--- config.mk ---
export PLATFORM = sky130hd
export DESIGN_NAME = jpeg_exif_strip_filter
export DESIGN_NICKNAME = d
export VERILOG_FILES = /design/src/rtl/jes_pkg.sv /design/src/rtl/jes_parse.sv /design/src/rtl/jes_drain.sv /design/src/rtl/jpeg_exif_strip_filter.sv
export SDC_FILE = /design/constraint.sdc
export NUM_CORES = 1
export LEC_CHECK = 0
export BUFFER_PORTS_ARGS = -buffer_cell sky130_fd_sc_hd__clkbuf_2
export CAP_MARGIN = 20
export CORE_MARGIN = 2
export CORE_UTILIZATION = 50
export CTS_BUF_LIST = sky130_fd_sc_hd__clkbuf_2 sky130_fd_sc_hd__clkbuf_4 sky130_fd_sc_hd__clkbuf_8
export DETAILED_ROUTE_END_ITERATION = 16
export PLACE_DENSITY = 0.66
export SYNTH_ARGS = -nofsm -noshare
export SYNTH_HDL_FRONTEND = slang
export SYNTH_HIERARCHICAL = 1
export SYNTH_SLANG_ARGS = --single-unit
--- constraint.sdc ---
create_clock -name clock -period 3.5 [get_ports clock]
set_input_delay 0.35 -clock clock [delete_from_list [all_inputs] [get_ports clock]]
set_output_delay 0.35 -clock clock [all_outputs]
set_load 0.005 [all_outputs]
--- src/rtl/jes_pkg.sv ---
// shared types, constants and the exif tag table for the exif strip filter
package jes_pkg;

   localparam int MaxItems = 10;
   localparam int CountWidth = $clog2(MaxItems + 1);

   localparam logic [7:0] MarkPrefix = 8'hFF;
   localparam logic [7:0] MarkSoi    = 8'hD8;
   localparam logic [7:0] MarkEoi    = 8'hD9;
   localparam logic [7:0] MarkSos    = 8'hDA;
   localparam logic [7:0] MarkTem    = 8'h01;
   localparam logic [7:0] MarkRst0   = 8'hD0;
   localparam logic [7:0] MarkRst7   = 8'hD7;
   localparam logic [7:0] MarkApp1   = 8'hE1;
   localparam logic [2:0] TagLength  = 3'd6;
   localparam logic [15:0] MinExifLength = 16'd8;

   typedef enum logic [3:0] {
      PH_SOI0,
      PH_SOI1,
      PH_MARK0,
      PH_MARK1,
      PH_LEN_HI,
      PH_LEN_LO,
      PH_A_LEN_HI,
      PH_A_LEN_LO,
      PH_A_MAGIC,
      PH_BODY,
      PH_SKIP,
      PH_PASS,
      PH_ERR
   } phase_type;

   // words produced by one input byte
   typedef struct packed {
      logic [MaxItems-1:0][7:0] data;
      logic [CountWidth-1:0]    count;
      logic                     eos;
      logic                     bare;
      logic                     err;
   } group_type;

   // "Exif" 00 00
   function automatic logic [7:0] exif_tag(input logic [2:0] idx);
      logic [7:0] val;
      case (idx)
         3'd0: val = 8'h45;
         3'd1: val = 8'h78;
         3'd2: val = 8'h69;
         3'd3: val = 8'h66;
         default: val = 8'h00;
      endcase
      return val;
   endfunction

endpackage

--- src/rtl/jes_parse.sv ---
// marker segment parser: parse state and the word group for one byte
module jes_parse (
   input  logic                clock,
   input  logic                reset,
   input  logic                step,
   input  logic [7:0]          in_byte,
   input  logic                last_byte,
   output jes_pkg::group_type  group
);

   jes_pkg::phase_type phase_ff, phase_in;
   logic [15:0] rem_ff, rem_in;
   logic [2:0]  mm_ff, mm_in;
   logic [2:0]  seen_ff, seen_in;

   logic [jes_pkg::MaxItems-1:0][7:0] items;
   logic [jes_pkg::CountWidth-1:0]    n;
   logic [15:0] rem_dec;
   logic [15:0] len;
   logic [15:0] len_rem;
   logic [15:0] mag_len;
   logic [2:0]  m;
   logic        good;

   // next parse state and emitted words
   always_comb begin
      phase_in = phase_ff;
      rem_in   = rem_ff;
      mm_in    = mm_ff;
      seen_in  = (seen_ff < 3'd4) ? seen_ff + 3'd1 : seen_ff;
      items    = '0;
      n        = '0;
      rem_dec  = rem_ff - 16'd1;
      len      = {rem_ff[15:8], in_byte};
      len_rem  = len - 16'd2;
      mag_len  = rem_ff + {13'd0, mm_ff} + 16'd2;
      m        = (mm_ff > 3'd5) ? 3'd5 : mm_ff;

      case (phase_ff)
         jes_pkg::PH_SOI0: begin
            if (in_byte == jes_pkg::MarkPrefix) begin
               items[0] = in_byte;
               n        = jes_pkg::CountWidth'(1);
               phase_in = jes_pkg::PH_SOI1;
            end else begin
               phase_in = jes_pkg::PH_ERR;
            end
         end
         jes_pkg::PH_SOI1: begin
            if (in_byte == jes_pkg::MarkSoi) begin
               items[0] = in_byte;
               n        = jes_pkg::CountWidth'(1);
               phase_in = jes_pkg::PH_MARK0;
            end else begin
               phase_in = jes_pkg::PH_ERR;
            end
         end
         jes_pkg::PH_MARK0: begin
            phase_in = (in_byte == jes_pkg::MarkPrefix) ? jes_pkg::PH_MARK1 : jes_pkg::PH_ERR;
         end
         jes_pkg::PH_MARK1: begin
            items[0] = jes_pkg::MarkPrefix;
            items[1] = in_byte;
            n        = jes_pkg::CountWidth'(2);
            if (in_byte == jes_pkg::MarkEoi || in_byte == jes_pkg::MarkSos) begin
               phase_in = jes_pkg::PH_PASS;
            end else if (in_byte == jes_pkg::MarkTem ||
                         (in_byte >= jes_pkg::MarkRst0 && in_byte <= jes_pkg::MarkRst7)) begin
               phase_in = jes_pkg::PH_MARK0;
            end else if (in_byte == jes_pkg::MarkApp1) begin
               // hold the app1 marker until the tag is known
               items    = '0;
               n        = '0;
               phase_in = jes_pkg::PH_A_LEN_HI;
            end else begin
               phase_in = jes_pkg::PH_LEN_HI;
            end
         end
         jes_pkg::PH_LEN_HI: begin
            rem_in   = {in_byte, 8'h00};
            items[0] = in_byte;
            n        = jes_pkg::CountWidth'(1);
            phase_in = jes_pkg::PH_LEN_LO;
         end
         jes_pkg::PH_A_LEN_HI: begin
            rem_in   = {in_byte, 8'h00};
            phase_in = jes_pkg::PH_A_LEN_LO;
         end
         jes_pkg::PH_LEN_LO: begin
            if (len < 16'd2) begin
               phase_in = jes_pkg::PH_ERR;
            end else begin
               rem_in   = len_rem;
               items[0] = in_byte;
               n        = jes_pkg::CountWidth'(1);
               phase_in = (len_rem == 16'd0) ? jes_pkg::PH_MARK0 : jes_pkg::PH_BODY;
            end
         end
         jes_pkg::PH_A_LEN_LO: begin
            if (len < 16'd2) begin
               phase_in = jes_pkg::PH_ERR;
            end else if (len >= jes_pkg::MinExifLength) begin
               rem_in   = len_rem;
               mm_in    = 3'd0;
               phase_in = jes_pkg::PH_A_MAGIC;
            end else begin
               // too short for exif: release marker and length now
               rem_in   = len_rem;
               items[0] = jes_pkg::MarkPrefix;
               items[1] = jes_pkg::MarkApp1;
               items[2] = len[15:8];
               items[3] = in_byte;
               n        = jes_pkg::CountWidth'(4);
               phase_in = (len_rem == 16'd0) ? jes_pkg::PH_MARK0 : jes_pkg::PH_BODY;
            end
         end
         jes_pkg::PH_A_MAGIC: begin
            rem_in = rem_dec;
            if (mm_ff < jes_pkg::TagLength && in_byte == jes_pkg::exif_tag(mm_ff)) begin
               if (mm_ff == jes_pkg::TagLength - 3'd1) begin
                  mm_in    = 3'd0;
                  phase_in = (rem_dec == 16'd0) ? jes_pkg::PH_MARK0 : jes_pkg::PH_SKIP;
               end else begin
                  mm_in    = mm_ff + 3'd1;
                  phase_in = (rem_dec == 16'd0) ? jes_pkg::PH_ERR : jes_pkg::PH_A_MAGIC;
               end
            end else begin
               // tag mismatch: flush marker, length, matched tag bytes and this byte
               items[0] = jes_pkg::MarkPrefix;
               items[1] = jes_pkg::MarkApp1;
               items[2] = mag_len[15:8];
               items[3] = mag_len[7:0];
               for (int k = 4; k < jes_pkg::MaxItems; k++) begin
                  if (3'(k - 4) < m) begin
                     items[k] = jes_pkg::exif_tag(3'(k - 4));
                  end else if (3'(k - 4) == m) begin
                     items[k] = in_byte;
                  end
               end
               n        = jes_pkg::CountWidth'(5) + jes_pkg::CountWidth'(m);
               mm_in    = 3'd0;
               phase_in = (rem_dec == 16'd0) ? jes_pkg::PH_MARK0 : jes_pkg::PH_BODY;
            end
         end
         jes_pkg::PH_BODY: begin
            rem_in   = rem_dec;
            items[0] = in_byte;
            n        = jes_pkg::CountWidth'(1);
            phase_in = (rem_dec == 16'd0) ? jes_pkg::PH_MARK0 : jes_pkg::PH_BODY;
         end
         jes_pkg::PH_SKIP: begin
            rem_in   = rem_dec;
            phase_in = (rem_dec == 16'd0) ? jes_pkg::PH_MARK0 : jes_pkg::PH_SKIP;
         end
         jes_pkg::PH_PASS: begin
            items[0] = in_byte;
            n        = jes_pkg::CountWidth'(1);
         end
         default: begin
            phase_in = jes_pkg::PH_ERR;
         end
      endcase

      // a fault suppresses all data words
      if (phase_in == jes_pkg::PH_ERR) begin
         n = '0;
      end

      good = (seen_in >= 3'd4) &&
             (phase_in == jes_pkg::PH_MARK0 || phase_in == jes_pkg::PH_PASS);

      group.data  = items;
      group.count = n;
      group.eos   = 1'b0;
      group.bare  = 1'b0;
      group.err   = 1'b0;

      // end of stream: flag the last word or send a bare end word, then restart
      if (last_byte) begin
         group.eos = 1'b1;
         if (!(good && n != '0)) begin
            group.data  = '0;
            group.count = jes_pkg::CountWidth'(1);
            group.bare  = 1'b1;
            group.err   = !good;
         end
         phase_in = jes_pkg::PH_SOI0;
         rem_in   = '0;
         mm_in    = '0;
         seen_in  = '0;
      end
   end

   // parse state registers
   always_ff @(posedge clock) begin
      if (reset) begin
         phase_ff <= jes_pkg::PH_SOI0;
         rem_ff   <= '0;
         mm_ff    <= '0;
         seen_ff  <= '0;
      end else if (step) begin
         phase_ff <= phase_in;
         rem_ff   <= rem_in;
         mm_ff    <= mm_in;
         seen_ff  <= seen_in;
      end
   end

endmodule

--- src/rtl/jes_drain.sv ---
// result register: holds one word group and hands it out one word per cycle while not stalled
module jes_drain (
   input  logic                clock,
   input  logic                reset,
   input  logic                load,
   input  jes_pkg::group_type  group,
   output logic                can_load,
   output logic                rsp_valid,
   input  logic                rsp_stall,
   output logic [7:0]          rsp_out_byte,
   output logic                rsp_byte_present,
   output logic                rsp_end_of_stream,
   output logic                rsp_decode_error
);

   logic [jes_pkg::MaxItems-1:0][7:0] data_ff;
   logic [jes_pkg::CountWidth-1:0]    cnt_ff;
   logic eos_ff, bare_ff, err_ff;
   logic take;

   // handshake and group turnover
   assign take     = (cnt_ff != '0) && !rsp_stall;
   assign can_load = (cnt_ff == '0) ||
                     (cnt_ff == jes_pkg::CountWidth'(1) && !rsp_stall);

   // word count
   always_ff @(posedge clock) begin
      if (reset) begin
         cnt_ff <= '0;
      end else if (load) begin
         cnt_ff <= group.count;
      end else if (take) begin
         cnt_ff <= cnt_ff - jes_pkg::CountWidth'(1);
      end
   end

   // word data, shifted down as words leave
   always_ff @(posedge clock) begin
      if (load) begin
         data_ff <= group.data;
         eos_ff  <= group.eos;
         bare_ff <= group.bare;
         err_ff  <= group.err;
      end else if (take) begin
         data_ff <= {8'h00, data_ff[jes_pkg::MaxItems-1:1]};
      end
   end

   // result word
   assign rsp_valid         = cnt_ff != '0;
   assign rsp_out_byte      = data_ff[0];
   assign rsp_byte_present  = !bare_ff;
   assign rsp_end_of_stream = eos_ff && (cnt_ff == jes_pkg::CountWidth'(1));
   assign rsp_decode_error  = err_ff;

endmodule

--- src/rtl/jpeg_exif_strip_filter.sv ---
// top level of the jpeg exif strip filter
//
// Takes a JPEG stream one byte per word on the req channel (req_last_byte on
// the final byte) and returns the stream with Exif APP1 segments removed on
// the rsp channel. Both channels are valid/stall: a word moves at a clock
// edge with valid high and stall low.
// A byte accepted into the input register is parsed combinationally and
// its word group loaded into the result register, from which its first
// word is shown. Throughput: one byte per cycle while each byte yields at
// most one word and the receiver does not stall. A byte that yields more
// words holds the input register until its last word is taken, since the
// result register hands out one word per cycle while not stalled (a
// released marker is two words, a flushed APP1 header up to ten).
// A malformed stream gives no further data and ends with a bare word with
// rsp_decode_error set; the receiver drops what it already got.
// Reset (synchronous) empties both registers and returns the parser to the
// start of a stream. A stalled receiver holds the current word; the input
// side stalls while the input register is full and cannot pass its byte on.
module jpeg_exif_strip_filter (
   input  logic       clock,
   input  logic       reset,
   input  logic       req_valid,
   output logic       req_stall,
   input  logic [7:0] req_in_byte,
   input  logic       req_last_byte,
   output logic       rsp_valid,
   input  logic       rsp_stall,
   output logic [7:0] rsp_out_byte,
   output logic       rsp_byte_present,
   output logic       rsp_end_of_stream,
   output logic       rsp_decode_error
);

   logic       in_valid_ff, in_valid_in;
   logic [7:0] in_byte_ff;
   logic       in_last_ff;
   logic       can_load;
   logic       advance;
   logic       accept;
   jes_pkg::group_type group;

   // input register handshake
   assign advance   = in_valid_ff && can_load;
   assign req_stall = in_valid_ff && !advance;
   assign accept    = req_valid && !req_stall;

   always_comb begin
      if (accept) begin
         in_valid_in = 1'b1;
      end else if (advance) begin
         in_valid_in = 1'b0;
      end else begin
         in_valid_in = in_valid_ff;
      end
   end

   always_ff @(posedge clock) begin
      if (reset) begin
         in_valid_ff <= 1'b0;
      end else begin
         in_valid_ff <= in_valid_in;
      end
   end

   always_ff @(posedge clock) begin
      if (accept) begin
         in_byte_ff <= req_in_byte;
         in_last_ff <= req_last_byte;
      end
   end

   // parser
   jes_parse u_parse (
      .clock     (clock),
      .reset     (reset),
      .step      (advance),
      .in_byte   (in_byte_ff),
      .last_byte (in_last_ff),
      .group     (group)
   );

   // result register
   jes_drain u_drain (
      .clock             (clock),
      .reset             (reset),
      .load              (advance),
      .group             (group),
      .can_load          (can_load),
      .rsp_valid         (rsp_valid),
      .rsp_stall         (rsp_stall),
      .rsp_out_byte      (rsp_out_byte),
      .rsp_byte_present  (rsp_byte_present),
      .rsp_end_of_stream (rsp_end_of_stream),
      .rsp_decode_error  (rsp_decode_error)
   );

endmodule

==> metrics.yaml, run 1 <==
min_period_ns: 3.38
setup_cp_type: "reg2reg"
total_inserted_antenna_cells: 0
synth_seq_cells: 123
hold_slack_ns: 0.0636
grt_remaining_overflow: 0
ys_seq_area_share_pct: 40.6
place.port_buffers: 25
clk_path_buf_depth: 2
timing.critical_path.from_type: "flop"
mapped_cell_area_mm2: 0.00833
cp_data_arrival_time_ns: 3.58
layout.cells.non_filler: 1159
clk_root_buffer_cell: "sky130_fd_sc_hd__clkbuf_8"
setup_viol: 0
power_frac_clock_pct: 19.0
hold_path_depth: 1
worst_skew_pair.late_latency_ns: 0.46
routed_wire_length_per_instance_um: 19.6
routed-via-count: 6999
peakVddDrop_v: 0.000744
initial_utilization_pct: 50.8
number_of_hold_violations_in_the_final_report: 0
final_max_slew_viol_count: 0
drive_above_1_share_pct: 25.1
worst-endpoint-required_ns: 3.70
grt_util_all_layers_pct: 26.1
element_type_at_the_critical_path_end: "flop"
layout.nets: 956
finalWirelength_um: 22700
fraction_of_post_synthesis_cell_area_in_the_top_cell_type_by_area_pct: 33.2
synth_area_leaders: "sky130_fd_sc_hd__edfxtp_1, sky130_fd_sc_hd__mux2_2, sky130_fd_sc_hd__dfxtp_1"
synth_largest_area_cell: "sky130_fd_sc_hd__edfxtp_1"
yosysWarningCount: 6
p_sw_uw: 2160
via_per_inst: 6.04
grt_antenna_before_repair: 0
via_count_of_the_first_global_routing_pass: 6637
remaining_max_slew_budget_at_the_tightest_pin_pct: 50.4
dpl.cell_count: 1127
cap_viol_max_count: 0
ant_nets: 0
reg2reg_from: "in_byte_ff[1]$_DFFE_PP_"
wire_length_of_the_first_global_routing_pass_um: 36100
num_rows: 47
reg2regPathDepth: 10
pwr-share-comb_pct: 37.6
ios: 26
cts-buffers-inserted: 17
synth.net_count: 929
async_flop_share_pct: 0
floorplan.die_area_mm2: 0.0177
gp_routability_congestion: 0.997
grt_start_max_net_pins: 86
status: "completed"
worst_margin_slew_ns: 0.739
p_leak_uw: 0.00338
powerDensity_mw_per_mm2: 659
cts_sinks: 123
synth_cell_types: 83
register_clock_pin_slew_on_the_reported_worst_setup_and_hold_paths_ns: 0.08
tritoncts: "yes"
yosys_most_used_dff: "sky130_fd_sc_hd__edfxtp_1"
dr.pass1.iters: 5
mostFrequentLayoutCells: "sky130_fd_sc_hd__nor2_1, sky130_fd_sc_hd__edfxtp_1, sky130_fd_sc_hd__nand2_1, sky130_fd_sc_hd__mux2_2, sky130_fd_sc_hd__buf_4"
syn2layout_area_growth_pct: 11.6
timing.hold.worst.start: "req_in_byte[0]"
floorplan.die.height_um: 133
detailedRoute.firstIterationViolations: 622
finClkSkew_ns: 0.0115
setup.reg_to_reg.worst_slack_ns: 0.12
power_switching_share_pct: 35.2
final_common_cell: "sky130_fd_sc_hd__nor2_1"
place_hpwl_um: 15800
synth-edff-count: 92
cellInternalPower_uw: 3970
core_region_area_mm2: 0.0164
mapped_avg_cell_area_um2: 9.27
min_delay_worst_endpoint: "in_byte_ff[0]$_DFFE_PP_"
htree_levels: 4
min_path_type: "in2reg"
pwr-share-seq_pct: 43.4
post-cts-setup-buffer-count: 0
timing.rr.end: "u_drain/data_ff[67]$_DFFE_PP_"
synth_cells: 899
timing.final.crit_share_pct: 96.6
ctsHoldBuffers: 0
max_clock_freq_mhz: 296
post_cts_resized: 0
die_x_um: 133
critical_path.max_fanout: 38
post-route-drc-count: 0
-- how the worst max path moves through the flow --
stage | start | endpoint | cells past startpoint
2_1_floorplan | in_byte_ff[1]$_DFFE_PP_ | u_drain/data_ff[50]$_DFFE_PP_ | 15
3_3_place_gp | in_byte_ff[1]$_DFFE_PP_ | u_drain/data_ff[57]$_DFFE_PP_ | 10
3_5_place_dp | in_byte_ff[1]$_DFFE_PP_ | u_drain/rsp_out_byte[6]$_DFFE_PP_ | 10
4_1_cts | in_byte_ff[1]$_DFFE_PP_ | u_drain/rsp_out_byte[6]$_DFFE_PP_ | 10
5_1_grt | in_byte_ff[1]$_DFFE_PP_ | u_drain/rsp_out_byte[6]$_DFFE_PP_ | 10
6_report | in_byte_ff[1]$_DFFE_PP_ | u_drain/data_ff[67]$_DFFE_PP_ | 10
-- power by group through the flow --
| stage | logic, uW | registers (uW) | clock network, uW |
|---|---|---|---|
| after global placement | 2240 | 2670 | 0 |
| after global routing | 2510 | 2710 | 1250 |
| after detailed placement | 2280 | 2690 | 0 |
| final | 2300 | 2660 | 1170 |
| after CTS | 2290 | 2660 | 1190 |
| after floorplan | 1700 | 2640 | 0 |
-- kinds of logic (layout without fill, tap and decap cells) --
logic type | Yosys count | in the layout | share of synthesized area (%)
mux | 73 | 73 | 9.85
buf+inv | 112 | 152 | 6.52
flops | 123 | 123 | 40.6
compound gates | 184 | 184 | 15.0
fa+ha+maj | 17 | 17 | 2.64
simple gates | 362 | 362 | 22.4
xor+xnor | 28 | 28 | 2.94
-- synthesized netlist by cell type (all sizes together) (7+ instances only) --
cell,instances
nor2,99
edfxtp,92
nand2,76
mux2,72
a21oi,56
clkbuf,51
nor3,46
nand3,38
buf,37
dfxtp,31
o21ai,29
inv,24
a22oi,16
ha,16
and2,15
nor4,14
xnor2,14
xor2,14
a211oi,12
nor2b,10
or3,9
nor3b,8
o31ai,8
nand4,7
-- metrics by stage --
stage | instance area, um2 | power (uW) | setup TNS (ns) | utilization (%) | worst slack [ns]
after floorplan | 8330 | 4340 | 0 | - | 0.227
after global placement | 8900 | 4920 | 0 | 54.2 | 0.0889
after detailed placement | 8900 | 4970 | 0 | 54.2 | 0.0915
after CTS | 9250 | 6150 | 0 | 56.4 | 0.0714
after global routing | 9300 | 6480 | -0.00724 | 56.7 | -0.00724
final | 9300 | 6130 | 0 | 56.7 | 0.120
-- cell type report --
class / instances / area (um2)
repair buffers: 96 / 721
clock buffers: 18 / 241
multi-input cells: 664 / 4470
clock inverters: 14 / 113
flip-flops and latches: 123 / 3380
well taps: 220 / 275
fillers: 1483 / 7110
inverters: 24 / 90.1
-- flip-flops by register name, indices dropped and copies added, names as in the netlist, 3 cells and up --
signal                cells
u_drain/data_ff          72
u_parse/rem_ff           16
in_byte_ff                8
u_drain/rsp_out_byte      8
u_drain/cnt_ff            4
u_parse/phase_ff          4
u_parse/mm_ff             3
u_parse/seen_ff           3
-- layer usage --
layer / track usage, % / vias up / routed length, um
met5: 0 / - / 0
met4: 11.2 / 0 / 813
met3: 5.36 / 69 / 1400
met2: 40.3 / 266 / 10100
met1: 35.8 / 3305 / 10300
li1: - / 3359 / -
-- critical path, cell delays in order (launching register included) --
cell,delay [ns]
sky130_fd_sc_hd__edfxtp_1,0.49
sky130_fd_sc_hd__or3_4,0.47
sky130_fd_sc_hd__nor4_2,0.32
sky130_fd_sc_hd__xor2_1,0.33
sky130_fd_sc_hd__a2111oi_4,0.07
sky130_fd_sc_hd__a211o_1,0.32
sky130_fd_sc_hd__o211ai_1,0.27
sky130_fd_sc_hd__o21a_2,0.28
sky130_fd_sc_hd__buf_12,0.23
sky130_fd_sc_hd__nor2_1,0.07
sky130_fd_sc_hd__mux2_2,0.26
Power figures use the tool's default switching activity.
==> run 2: changes to the inputs <==
--- a/config.mk
+++ b/config.mk
@@ -7,11 +7,12 @@
 export LEC_CHECK = 0
 export BUFFER_PORTS_ARGS = -buffer_cell sky130_fd_sc_hd__clkbuf_2
 export CAP_MARGIN = 20
+export CORE_ASPECT_RATIO = 1.75
 export CORE_MARGIN = 2
-export CORE_UTILIZATION = 50
+export CORE_UTILIZATION = 45
 export CTS_BUF_LIST = sky130_fd_sc_hd__clkbuf_2 sky130_fd_sc_hd__clkbuf_4 sky130_fd_sc_hd__clkbuf_8
 export DETAILED_ROUTE_END_ITERATION = 16
-export PLACE_DENSITY = 0.66
+export PLACE_DENSITY = 0.6
 export SYNTH_ARGS = -nofsm -noshare
 export SYNTH_HDL_FRONTEND = slang
 export SYNTH_HIERARCHICAL = 1
==> run 2 against run 1 <==
Effect of this change: worst hold slack lost 0.0025 ns; sequential power is essentially flat; sequential share of layout area shrank 0.95 points; critical path type unchanged; global-route usage shrank 0.91 points; total power grew 3.1%; die area grew 11%; count of clock-buffer cells in the layout is the same.
==> metrics.yaml, run 2 (synthesis results as in run 1) <==
clk_root_buffer_cell: "sky130_fd_sc_hd__clkbuf_8"
largest_register_ffs: 72
die_x_um: 107
worst-endpoint-required_ns: 3.71
timing.final.crit_share_pct: 96.7
status: "completed"
place.port_buffers: 25
initial_utilization_pct: 46.1
finClkSkew_ns: 0.0134
finalWirelength_um: 24100
grt_antenna_before_repair: 0
setup.reg_to_reg.worst_slack_ns: 0.12
core_region_area_mm2: 0.0181
cp_data_arrival_time_ns: 3.59
gp_routability_congestion: 0.983
layout.nets: 977
powerDensity_mw_per_mm2: 661
detailedRoute.firstIterationViolations: 514
min_period_ns: 3.38
largest_register: "u_drain/data_ff"
grt_remaining_overflow: 0
floorplan.die.height_um: 184
total_inserted_antenna_cells: 0
ctsHoldBuffers: 0
num_rows: 65
dp_area_mm2: 0.00906
register_clock_pin_slew_on_the_reported_worst_setup_and_hold_paths_ns: 0.08
setup_viol: 0
floorplan.die_area_mm2: 0.0197
drive_above_1_share_pct: 26.8
cap_viol_max_count: 0
setup_cp_type: "reg2reg"
min_path_type: "in2reg"
number_of_hold_violations_in_the_final_report: 0
ant_nets: 0
dp_worst_setup_slack_ns: 0.0394
element_type_at_the_critical_path_end: "flop"
grt_util_all_layers_pct: 25.2
mostFrequentLayoutCells: "sky130_fd_sc_hd__nor2_1, sky130_fd_sc_hd__edfxtp_1, sky130_fd_sc_hd__buf_4, sky130_fd_sc_hd__nand2_1, sky130_fd_sc_hd__mux2_2"
max_clock_freq_mhz: 296
tritoncts: "yes"
routed_wire_length_per_instance_um: 20.2
remaining_max_slew_budget_at_the_tightest_pin_pct: 45.7
timing.critical_path.from_type: "flop"
cts-buffers-inserted: 17
p_leak_uw: 0.00351
clk_path_buf_depth: 2
setup_tns_ns: 0
place_hpwl_um: 17100
wire_length_of_the_first_global_routing_pass_um: 38200
cts_sinks: 123
grt_start_max_net_pins: 86
syn2layout_area_growth_pct: 14.7
critical_path.max_fanout: 26
via_per_inst: 5.97
worst_margin_slew_ns: 0.813
final_common_cell: "sky130_fd_sc_hd__nor2_1"
final_cell_area_mm2: 0.00955
post-route-drc-count: 0
htree_levels: 4
worst_skew_pair.late_latency_ns: 0.46
routed-via-count: 7128
final_max_slew_viol_count: 0
ios: 26
peakVddDrop_v: 0.000874
largest_registers: "u_drain/data_ff x72, u_parse/rem_ff x16"
fin_ws_ns: 0.116
dr.pass1.iters: 5
via_count_of_the_first_global_routing_pass: 7142
-- run 2: layout make-up --
cell class | count | area [um2]
clock inverters | 14 | 144
fillers | 1726 | 8500
clock buffers | 18 | 241
well taps | 234 | 293
inverters | 24 | 90.1
flip-flops and latches | 123 | 3380
repair buffers | 117 | 937
multi-input cells | 664 | 4460
-- run 2: power breakdown --
part           switching, uW  internal, uW  total (uW)
Sequential               192          2470        2660
Combinational           1330          1040        2370
Clock                    646           640        1290
-- run 2: per-layer routing --
metal | vias to the layer above | global-route usage, % | share of wire (%)
met3 | 73 | 4.11 | 4.2
met4 | 0 | 12.5 | 4.1
li1 | 3400 | - | -
met1 | 3435 | 28.8 | 39
met5 | - | 0 | 0
met2 | 220 | 45.1 | 53
-- run 2: worst paths after layout --
check                                                    from                             to  depth (start not counted)
worst max register to register        in_byte_ff[2]$_DFFE_PP_  u_drain/data_ff[54]$_DFFE_PP_                         10
worst min register to register  u_parse/mm_ff[2]$_SDFFE_PP0P_  u_parse/mm_ff[2]$_SDFFE_PP0P_                          2
worst min-delay path                           req_in_byte[6]        in_byte_ff[6]$_DFFE_PP_                          1
worst max-delay path                  in_byte_ff[2]$_DFFE_PP_  u_drain/data_ff[54]$_DFFE_PP_                         10
-- run 2: stage by stage --
step                      std cells  hold WS, ns  power [uW]  util (%)
after floorplan                 899        0.422        4340         -
after global placement         1157        0.474        4970      50.2
after detailed placement       1157        0.506        5020      50.2
after CTS                      1189       0.0389        6310      52.3
after global routing           1194       0.0468        6650      52.9
final                          1194       0.0611        6320      52.9
-- run 2: timing repair --
| item | 4_1_cts | 5_1_grt |
|---|---|---|
| setup endpoints to repair | 0 | 75 |
| resized for setup | 0 | 8 |
| buffers inserted | 0 | 4 |
-- run 2: critical path, cell delays in order, from the launching register on --
cell	delay [ns]
sky130_fd_sc_hd__edfxtp_1	0.51
sky130_fd_sc_hd__buf_4	0.22
sky130_fd_sc_hd__or4_1	0.59
sky130_fd_sc_hd__or2_2	0.37
sky130_fd_sc_hd__and2_0	0.21
sky130_fd_sc_hd__a2111oi_2	0.36
sky130_fd_sc_hd__o21a_2	0.21
sky130_fd_sc_hd__buf_12	0.13
sky130_fd_sc_hd__buf_12	0.16
sky130_fd_sc_hd__a211oi_1	0.06
sky130_fd_sc_hd__mux2_2	0.30
==> run 3: changes to the inputs <==
--- a/config.mk
+++ b/config.mk
@@ -9,10 +9,11 @@
 export CAP_MARGIN = 20
 export CORE_ASPECT_RATIO = 1.75
 export CORE_MARGIN = 2
-export CORE_UTILIZATION = 45
+export CORE_UTILIZATION = 55
 export CTS_BUF_LIST = sky130_fd_sc_hd__clkbuf_2 sky130_fd_sc_hd__clkbuf_4 sky130_fd_sc_hd__clkbuf_8
+export CTS_CLUSTER_SIZE = 24
 export DETAILED_ROUTE_END_ITERATION = 16
-export PLACE_DENSITY = 0.6
+export PLACE_DENSITY = 0.8
 export SYNTH_ARGS = -nofsm -noshare
 export SYNTH_HDL_FRONTEND = slang
 export SYNTH_HIERARCHICAL = 1
==> run 3 against run 2 <==
Effect of this change: clock skew up 0.0014 ns; register-to-register slack got worse by 0.097 ns; flip-flop and latch count stayed put; critical endpoint is now u_drain/data_ff[62]$_DFFE_PP_; setup slack lost 0.097 ns; clock power is 3% lower; worst hold slack gained 0.0095 ns; combinational power is essentially flat; non-clock buffer count decreased by 3; critical path type unchanged; critical path depth up 2; global-route usage increased by 4.5 points; die area down 18%; sequential share of layout area increased by 0.37 points.
==> metrics.yaml, run 3 (synthesis results as in run 1) <==
clk_path_buf_depth: 2
place_hpwl_um: 16800
cts-buffers-inserted: 17
worst_skew_pair.late_latency_ns: 0.45
wire_length_of_the_first_global_routing_pass_um: 38200
die_x_um: 97.0
floorplan.die_area_mm2: 0.0162
min_path_type: "in2reg"
syn2layout_area_growth_pct: 13.4
total_inserted_antenna_cells: 0
place.port_buffers: 25
ant_nets: 0
floorplan.die.height_um: 167
final_core_util_pct: 63.7
grt_start_max_net_pins: 87
cts_sinks: 123
initial_utilization_pct: 56.1
finClkSkew_ns: 0.0148
cap_viol_max_count: 0
critical_path.max_fanout: 26
grt_antenna_before_repair: 0
tritoncts: "yes"
finalWirelength_um: 24200
max_clock_freq_mhz: 287
element_type_at_the_critical_path_end: "flop"
grt_util_all_layers_pct: 29.7
layout.nets: 974
largest_register: "u_drain/data_ff"
core_region_area_mm2: 0.0148
detailedRoute.firstIterationViolations: 706
register_clock_pin_slew_on_the_reported_worst_setup_and_hold_paths_ns: 0.09
remaining_max_slew_budget_at_the_tightest_pin_pct: 34.6
status: "completed"
gp_routability_congestion: 1.10
crit_path_frequent_cell: "sky130_fd_sc_hd__buf_4"
setup_cp_type: "reg2reg"
critical_path.cell_chain: "nor2b_1, a32oi_1, o31a_1, o41ai_2, buf_4, and3b_1, o211ai_1, o21a_2, buf_4, buf_12, nor3_1, mux2_2"
drive_above_1_share_pct: 27.1
cp_data_arrival_time_ns: 3.69
via_count_of_the_first_global_routing_pass: 7263
routed_wire_length_per_instance_um: 21.2
post-route-drc-count: 0
timing.critical_path.slowest_stage_cell: "sky130_fd_sc_hd__edfxtp_1"
final_max_slew_viol_count: 0
dr.pass1.iters: 8
min_period_ns: 3.48
p_total_uw: 6260
timing.critical_path.from_type: "flop"
largest_registers: "u_drain/data_ff x72, u_parse/rem_ff x16"
via_per_inst: 6.53
ios: 26
largest_register_ffs: 72
timing.final.crit_share_pct: 99.5
ctsHoldBuffers: 0
peakVddDrop_v: 0.000689
num_rows: 59
final_common_cell: "sky130_fd_sc_hd__nor2_1"
htree_levels: 4
worst-endpoint-required_ns: 3.71
max_stage_delay_ns: 0.63
setup_viol: 0
grt_remaining_overflow: 0
worst_margin_slew_ns: 0.967
routed-via-count: 7442
number_of_hold_violations_in_the_final_report: 0
p_leak_uw: 0.00349
powerDensity_mw_per_mm2: 663
clk_root_buffer_cell: "sky130_fd_sc_hd__clkbuf_8"
mostFrequentLayoutCells: "sky130_fd_sc_hd__nor2_1, sky130_fd_sc_hd__edfxtp_1, sky130_fd_sc_hd__buf_4, sky130_fd_sc_hd__nand2_1, sky130_fd_sc_hd__mux2_2"
## run 3: what timing repair did
item | in CTS | in global routing
setup endpoints to repair | 0 | 81
gates resized for setup | 0 | 12
buffers inserted | 0 | 3
endpoints found under the hold margin | 0 | 0
## run 3: where the power goes
group / switching (uW) / internal (uW) / leakage (uW)
clock network: 725 / 527 / 0.000185
registers: 201 / 2470 / 0.00114
logic: 1340 / 1000 / 0.00216
total: 2260 / 4000 / 0.00349
## run 3: worst max-delay path: cells and delay by family, from the launching register on
| kind | cells | cell delay (ns) |
|---|---|---|
| simple gates | 3 | 0.59 |
| buf+inv | 3 | 0.49 |
| mux | 1 | 0.28 |
| compound gates | 5 | 1.25 |
| flops | 1 | 0.63 |
## run 3: stage by stage
stage	instances	cell area, um2	TNS [ns]	worst slack (ns)	hold WS (ns)
2_1_floorplan	899	8330	0	0.227	0.422
3_3_place_gp	1104	8960	0	0.0942	0.476
3_5_place_dp	1104	8960	0	0.0459	0.499
4_1_cts	1136	9340	0	0.00968	0.0585
5_1_grt	1140	9450	-0.203	-0.0346	0.0419
6_report	1140	9450	0	0.0189	0.0706
## run 3: cell type report
type	instances	area, um2
fillers	1232	5390
clock inverters	15	150
multi-input cells	664	4490
inverters	24	90.1
repair buffers	114	877
flip-flops and latches	123	3380
well taps	183	229
clock buffers	17	234
## run 3: final timing paths
| check | startpoint | end | slack [ns] | cells after the start |
|---|---|---|---|---|
| setup / recovery | in_byte_ff[4]$_DFFE_PP_ | u_drain/data_ff[62]$_DFFE_PP_ | 0.02 | 12 |
| hold / removal | req_in_byte[5] | in_byte_ff[5]$_DFFE_PP_ | 0.07 | 1 |
| setup reg to reg | in_byte_ff[4]$_DFFE_PP_ | u_drain/data_ff[62]$_DFFE_PP_ | 0.02 | 12 |
| hold reg to reg | u_parse/seen_ff[1]$_SDFFE_PP0P_ | u_parse/seen_ff[1]$_SDFFE_PP0P_ | 0.52 | 2 |
## run 3: layer usage
metal	global-route usage, %	vias to the layer above	routed length [um]	share of wire (%)
li1	-	3378	-	-
met3	4.70	131	1450	6.0
met2	50.9	380	12300	51
met5	0	-	0	0
met4	22.0	0	1850	7.7
met1	32.9	3553	8620	36
